**src/mbfp_pkg.sv**
```systemverilog
// Package for the MSB-first bit field packer.
// Holds the transaction types, the field limits and the controller/datapath interface.
// No dependencies.
`timescale 1ns / 1ps

package mbfp_pkg;

	localparam int MAX_FIELD_BITS = 32;
	localparam int FIELD_LIMIT = (MAX_FIELD_BITS < 32) ? MAX_FIELD_BITS : 32;
	localparam int ACC_BITS = 40;
	localparam int CNT_BITS = 3;

	localparam logic KIND_PUSH = 1'b0;
	localparam logic KIND_FLUSH = 1'b1;

	typedef struct packed {
		logic        kind;
		logic [31:0] field_value;
		logic [5:0]  field_width;
	} item_t;

	typedef struct packed {
		logic [7:0]  out_byte;
		logic [15:0] byte_index;
		logic        last;
	} result_t;

	typedef struct packed {
		logic load;
		logic step;
	} cmd_t;

	typedef struct packed {
		logic load_empty;
		logic last_byte;
	} sts_t;

endpackage

```
**src/mbfp_dpath.sv**
```systemverilog
// Datapath of the MSB-first bit field packer.
// Holds the bit accumulator, fill level, stream position and the result register.
// Depends on mbfp_pkg.
`timescale 1ns / 1ps

module mbfp_dpath
	import mbfp_pkg::*;
(
	input  logic    clk,
	input  logic    arst_n,
	input  item_t   item,
	input  cmd_t    cmd,
	output sts_t    sts,
	output result_t res
);

	logic [ACC_BITS-1:0] acc_q;
	logic [2:0]          fill_q;
	logic [15:0]         pos_q;
	logic [CNT_BITS-1:0] cnt_q;
	logic                flush_q;
	result_t             res_q;

	logic [5:0]          width_sat;
	logic [63:0]         mask_wide;
	logic [31:0]         masked;
	logic [5:0]          shift_amt;
	logic [71:0]         placed_wide;
	logic [ACC_BITS-1:0] acc_push;
	logic [5:0]          total;
	logic [CNT_BITS-1:0] load_cnt;

	always_comb begin
		width_sat = (item.field_width > 6'(FIELD_LIMIT)) ? 6'(FIELD_LIMIT) : item.field_width;
		mask_wide = (64'd1 << width_sat) - 64'd1;
		masked = item.field_value & mask_wide[31:0];
		shift_amt = 6'd40 - {3'b000, fill_q} - width_sat;
		placed_wide = {40'd0, masked} << shift_amt;
		acc_push = {acc_q[ACC_BITS-1:ACC_BITS-8], 32'd0} | placed_wide[ACC_BITS-1:0];
		total = {3'b000, fill_q} + width_sat;
		if (item.kind == KIND_FLUSH) begin
			load_cnt = (fill_q != 3'd0) ? 3'd1 : 3'd0;
		end else begin
			load_cnt = total[5:3];
		end
	end

	assign sts.load_empty = (load_cnt == 3'd0);
	assign sts.last_byte = (cnt_q == 3'd1);
	assign res = res_q;

	always_ff @(posedge clk or negedge arst_n) begin
		if (!arst_n) begin
			acc_q <= '0;
			fill_q <= '0;
			pos_q <= '0;
			cnt_q <= '0;
			flush_q <= 1'b0;
		end else if (cmd.load) begin
			cnt_q <= load_cnt;
			flush_q <= item.kind;
			if (item.kind == KIND_FLUSH) begin
				acc_q <= {acc_q[ACC_BITS-1:ACC_BITS-8], 32'd0};
				fill_q <= 3'd0;
				if (fill_q == 3'd0) begin
					pos_q <= 16'd0;
				end
			end else begin
				acc_q <= acc_push;
				fill_q <= total[2:0];
			end
		end else if (cmd.step) begin
			acc_q <= acc_q << 8;
			cnt_q <= cnt_q - 3'd1;
			pos_q <= flush_q ? 16'd0 : pos_q + 16'd1;
		end
	end

	always_ff @(posedge clk) begin
		if (cmd.step) begin
			res_q.out_byte <= acc_q[ACC_BITS-1:ACC_BITS-8];
			res_q.byte_index <= pos_q;
			res_q.last <= (cnt_q == 3'd1);
		end
	end

`ifndef SYNTH
	a_cnt_range: assert property (@(posedge clk) disable iff (!arst_n)
		cnt_q <= 3'd4)
		else $error("byte count out of range");
	a_step_drains: assert property (@(posedge clk) disable iff (!arst_n)
		cmd.step && !cmd.load |=> cnt_q == $past(cnt_q) - 3'd1)
		else $error("step did not consume one byte");
	a_flush_clears: assert property (@(posedge clk) disable iff (!arst_n)
		cmd.load && item.kind == KIND_FLUSH |=> fill_q == 3'd0)
		else $error("flush left filled bits");
`endif

endmodule

```
**src/mbfp_ctrl.sv**
```systemverilog
// Controller of the MSB-first bit field packer.
// Sequences load and byte emission and owns the handshake state.
// Depends on mbfp_pkg.
`timescale 1ns / 1ps

module mbfp_ctrl
	import mbfp_pkg::*;
(
	input  logic clk,
	input  logic arst_n,
	input  logic item_valid,
	output logic item_stall,
	output logic res_valid,
	input  logic res_stall,
	input  sts_t sts,
	output cmd_t cmd
);

	localparam logic ST_IDLE = 1'b0;
	localparam logic ST_EMIT = 1'b1;

	logic state_q;
	logic res_valid_q;
	logic can_step;

	assign item_stall = (state_q != ST_IDLE);
	assign res_valid = res_valid_q;
	assign can_step = !res_valid_q || !res_stall;
	assign cmd.load = (state_q == ST_IDLE) && item_valid;
	assign cmd.step = (state_q == ST_EMIT) && can_step;

	always_ff @(posedge clk or negedge arst_n) begin
		if (!arst_n) begin
			state_q <= ST_IDLE;
			res_valid_q <= 1'b0;
		end else begin
			if (cmd.step) begin
				res_valid_q <= 1'b1;
			end else if (!res_stall) begin
				res_valid_q <= 1'b0;
			end
			case (state_q)
				ST_IDLE: begin
					if (cmd.load && !sts.load_empty) begin
						state_q <= ST_EMIT;
					end
				end
				ST_EMIT: begin
					if (cmd.step && sts.last_byte) begin
						state_q <= ST_IDLE;
					end
				end
				default: begin
					state_q <= ST_IDLE;
				end
			endcase
		end
	end

`ifndef SYNTH
	a_step_shows: assert property (@(posedge clk) disable iff (!arst_n)
		cmd.step |=> res_valid)
		else $error("emitted byte not presented");
	a_last_returns: assert property (@(posedge clk) disable iff (!arst_n)
		cmd.step && sts.last_byte |=> state_q == ST_IDLE)
		else $error("controller stayed busy after last byte");
	a_empty_stays: assert property (@(posedge clk) disable iff (!arst_n)
		cmd.load && sts.load_empty |=> state_q == ST_IDLE)
		else $error("controller busy on a transaction with no bytes");
`endif

endmodule

```
**src/msb_first_bit_field_packer.sv**
```systemverilog
// Top level of the MSB-first bit field packer.
// Joins the controller and the datapath. Depends on mbfp_pkg, mbfp_ctrl and mbfp_dpath.
//
// Usage: the input channel (item_valid, item_stall, item) carries push and flush
// transactions; the output channel (res_valid, res_stall, res) carries one byte per
// transaction on the output, with last set on the final byte of each input transaction.
// A push appends the low field_width bits of field_value, most significant first, and
// emits every byte it completes, from zero to four. A flush emits the partial byte,
// zero padded, if any bits are pending, and restarts the stream at position zero.
// Timing: an input transaction is loaded into the accumulator and its bytes then leave one
// per cycle through the output register while the receiver does not stall, so the input
// stays busy while they drain; a transaction producing no bytes does not stall the input.
// The single byte emission path sets this rate.
// Stalls: while the receiver stalls, the output register holds its byte and emission
// pauses; item_stall stays high until the last byte has entered the output register.
// Reset: arst_n clears the pending bits, the fill level and the position to zero.
`timescale 1ns / 1ps

module msb_first_bit_field_packer
	import mbfp_pkg::*;
(
	input  logic    clk,
	input  logic    arst_n,
	input  logic    item_valid,
	output logic    item_stall,
	input  item_t   item,
	output logic    res_valid,
	input  logic    res_stall,
	output result_t res
);

	cmd_t cmd;
	sts_t sts;

	mbfp_ctrl u_ctrl (
		.clk        (clk),
		.arst_n     (arst_n),
		.item_valid (item_valid),
		.item_stall (item_stall),
		.res_valid  (res_valid),
		.res_stall  (res_stall),
		.sts        (sts),
		.cmd        (cmd)
	);

	mbfp_dpath u_dpath (
		.clk    (clk),
		.arst_n (arst_n),
		.item   (item),
		.cmd    (cmd),
		.sts    (sts),
		.res    (res)
	);

endmodule

```
**config.mk**
```make
export PLATFORM = sky130hd
export DESIGN_NAME = msb_first_bit_field_packer
export DESIGN_NICKNAME = d
export VERILOG_FILES = /design/src/mbfp_pkg.sv /design/src/mbfp_dpath.sv /design/src/mbfp_ctrl.sv /design/src/msb_first_bit_field_packer.sv
export SDC_FILE = /design/constraint.sdc
export NUM_CORES = 1
export LEC_CHECK = 0
export BUFFER_PORTS_ARGS = -buffer_cell sky130_fd_sc_hd__buf_2
export CAP_MARGIN = 40
export CORE_MARGIN = 8
export CORE_UTILIZATION = 40
export DETAILED_ROUTE_END_ITERATION = 7
export HOLD_SLACK_MARGIN = 0.12
export PLACE_DENSITY = 0.66
export SLEW_MARGIN = 5
export SYNTH_ARGS = -nofsm -noshare
export SYNTH_HDL_FRONTEND = slang
export SYNTH_SLANG_ARGS = --single-unit
```
**constraint.sdc**
```tcl
create_clock -name clk -period 3.95 [get_ports clk]
set_input_delay 0.5925 -clock clk [delete_from_list [all_inputs] [get_ports clk]]
set_output_delay 0.5925 -clock clk [all_outputs]
set_load 0.03 [all_outputs]
```
==> flow_metrics.tcl <==
set metrics [dict create \
    syn_area_per_cell_um2 8.14 \
    seqPwrFrac_pct 18.9 \
    grt_pass1_wl_um 38800 \
    synth.net_count 938 \
    worstSetupPathType "in -> reg" \
    die_area_mm2 0.0225 \
    fin_skew_ns 0.00719 \
    synthXorXnorAreaFrac_pct 2.81 \
    hold_viol_final 0 \
    async_flop_share_pct 72.2 \
    path_max_fanout 8 \
    hpwlAfterDp_um 18500 \
    grt-ovfl-total 0 \
    htree_num_levels 3 \
    maxCapViolations 0 \
    first_pass_iters 5 \
    synth_top_family_by_area "compound AO/OA/AOI/OAI gates" \
    period_minus_slack_ns 3.67 \
    yosysUniqueCellTypes 80 \
    placed_area_mm2 0.00823 \
    start_util_pct 40.3 \
    clk_latency_ns 0.35 \
    routedWlPerCell_um 20.2 \
    die_y_um 150 \
    synth_simple_gate_area_share_pct 22.1 \
    drtIter0Drc 954 \
    io_pins 70 \
    ir_worst_vdd_v 0.000505 \
    synth_seq_area_share_pct 33.2 \
    worst_pin_slew_ns 0.896 \
    synth_ff_type "dfrtp_1" \
    viasPerCell 6.19 \
    post-route-drc-count 0 \
    core.rowCount 49 \
    yosys_warnings 0 \
    slowest_stage "or4_1" \
    synth-edff-count 25 \
    synth_area_leaders "dfrtp_1 23%, edfxtp_1 10%, nand2_1 4.7%" \
    pwr-share-clk_pct 11.1 \
    p_leak_uw 0.00351 \
    pwr-share-comb_pct 69.9 \
    worstSetupEndpointType "flop" \
    yosysMostFrequentCell "nand2_1" \
    path_clk_slew_ns 0.07 \
    slew_violations 0 \
    required_ns 4.22 \
    syn_inst 880 \
    critPathMaxStageDelay_ns 0.55 \
    num_vias 7471 \
    grt_antenna_before_repair 1 \
    worstSetupStartpointType "input pin" \
    netSwitchingPower_uw 4020 \
    hold_ws_ns 0.164 \
    gp_congestion 1.01 \
    crit_chain "buf_2 -> or4_1 -> or3_1 -> ha_1 -> buf_4 -> nor2b_1 -> nand2_1 -> o311ai_0 -> o22a_1 -> nor2_1 -> or3_1 -> or3_1 -> a21oi_1" \
    cts-root-buf "clkbuf_16" \
    synthMuxAreaShare_pct 4.64 \
    ctsHoldBuffers 0 \
    post_cts_buffers 0 \
    synth_compound_area_share_pct 29.6 \
    grt_pass1_vias 6988 \
    status "complete, no violations" \
    powerDensity_mw_per_mm2 919 \
    cts_tree "done" \
    stdcell_count 1207 \
    fp.coreArea_mm2 0.0178 \
    routed_wl_um 24400 \
    portBuffers 69 \
    synth_top_area_cell "dfrtp_1" \
    holdCritPathClass "in -> async" \
    clock-sinks 90 \
    area_growth_syn_to_layout_pct 19.0 \
    setup_viol 0 \
    grt_max_degree 55 \
    internal-power_uw 3820 \
    cts_resized 0 \
    die_w_um 150 \
    switching_share_pct 51.2 \
    arrival_ns 3.94 \
    synthTopCellsByCount "90 x nand2_1, 87 x nor2_1, 67 x o21ai_0" \
    drtAntennaViolNets 0 \
    synth_seq_cells 90 \
    cts_buffer_depth 2 \
    nets 1031 \
    synthAdderAreaFrac_pct 2.83 \
    cts_buffers 9 \
    placedCellCount 1191 \
    groute.usage.overall_pct 21.7 \
    drive_above_1_share_pct 19.7 \
    syn-cell-area_mm2 0.00717 \
    timing.fmax_mhz 273 \
    synth_top_area_share_pct 22.7 \
    period_share_pct 92.9 \
    crit_top_cell "or3_1" \
    final_area_mm2 0.00853 \
    slew_headroom_pct 40.1 \
    antennaDiodeCount 0 \
    rsz0062_at_grt "false" \
]
[routing by layer]
metal	global-route usage, %	routed length, µm	vias up
met5	0	0	-
met4	5.95	495	0
met3	3.33	1830	39
met2	34.9	11300	317
met1	29.7	10700	3596
li1	-	-	3519
[flip-flops by register name, summed over array words and instances (netlist names)]
signal / flops
u_ctrl.item_stall: 1
u_ctrl.res_valid: 1
u_dpath.acc_q: 40
u_dpath.cnt_q: 3
u_dpath.fill_q: 3
u_dpath.flush_q: 1
u_dpath.pos_q: 16
u_dpath.res: 25
[cell usage in the layout (no fill, tap or decap), types with 6 or more instances in the layout]
cell	count
or2_2	6
o21a_1	14
nand4_1	8
nor4_1	8
xor2_1	8
o32ai_1	6
nor2_1	87
a22o_1	8
nor2b_1	15
nor3_1	20
mux2_2	6
mux2i_1	22
dfrtp_1	65
a31oi_1	29
edfxtp_1	25
o211ai_1	16
nand2b_1	19
a21o_1	10
o22ai_1	15
a22oi_1	6
xnor2_1	13
buf_2	69
a211oi_1	6
a21oi_1	44
o21ai_0	67
a211o_1	12
buf_4	76
or3_1	10
ha_1	13
nand2_1	90
inv_1	17
o22a_1	6
nand3_1	31
o31ai_1	10
clkbuf_16	9
a2111oi_0	6
[layout make-up]
class                      instances  area, µm²
timing repair buffer             151       1030
clock buffer                      10        229
multi-input combinational        702       4460
fill                            1761       9250
clock inverter                     6       72.6
sequential                        90       2380
inverter                          19       71.3
tap                              229        287
[logic make-up (layout without fill, tap and decap cells)]
kind of cell             count (synthesis)  after routing
AND/OR/NAND/NOR                        325            325
AO/OA/AOI/OAI                          309            309
flip-flops                              90             90
buffers and inverters                   88            186
multiplexers                            30             30
XOR/XNOR                                23             23
adder cells (fa/ha/maj)                 15             15
[power groups by stage]
stage | logic (µW) | clock network, µW | registers, µW
floorplan | 3310 | 0 | 1650
global placement | 5310 | 0 | 1490
detailed placement | 5340 | 0 | 1500
CTS | 5370 | 891 | 1490
global route | 5890 | 926 | 1530
finish | 5480 | 871 | 1480
[through the flow]
step / power (µW) / setup TNS (ns) / util, % / worst slack (ns)
after global placement: 6800 / 0 / 46.1 / 0.0402
after global routing: 8340 / 0 / 48.0 / 0.111
after floorplan: 4950 / -0.0261 / - / -0.0179
after detailed placement: 6840 / -0.0465 / 46.3 / -0.0459
final: 7840 / 0 / 48.0 / 0.282
after CTS: 7750 / 0 / 48.0 / 0.301
[worst max-delay path: cells and delay by family]
kind | cells | cell delay, ns
simple gates | 7 | 1.92
compound gates | 3 | 0.80
buf+inv | 2 | 0.31
fa+ha+maj | 1 | 0.30
[final timing paths]
kind                                          startpoint                       endpoint  slack, ns  cells past startpoint
setup / recovery                                 item[5]   u_dpath.acc_q[9]$_DFFE_PN0P_       0.28                     13
min in group clk           u_dpath.acc_q[38]$_DFFE_PN0P_      u_dpath.res[23]$_DFFE_PP_       0.47                      0
setup reg to reg           u_dpath.fill_q[1]$_DFFE_PN0P_  u_dpath.acc_q[26]$_DFFE_PN0P_       0.65                     11
hold / removal                                    arst_n   u_dpath.pos_q[7]$_DFFE_PN0P_       0.16                      1
max in group asynchronous                         arst_n  u_dpath.acc_q[29]$_DFFE_PN0P_       2.94                      3
hold reg to reg            u_dpath.acc_q[38]$_DFFE_PN0P_      u_dpath.res[23]$_DFFE_PP_       0.47                      0
Note: power is estimated with default switching activity, not from simulation.
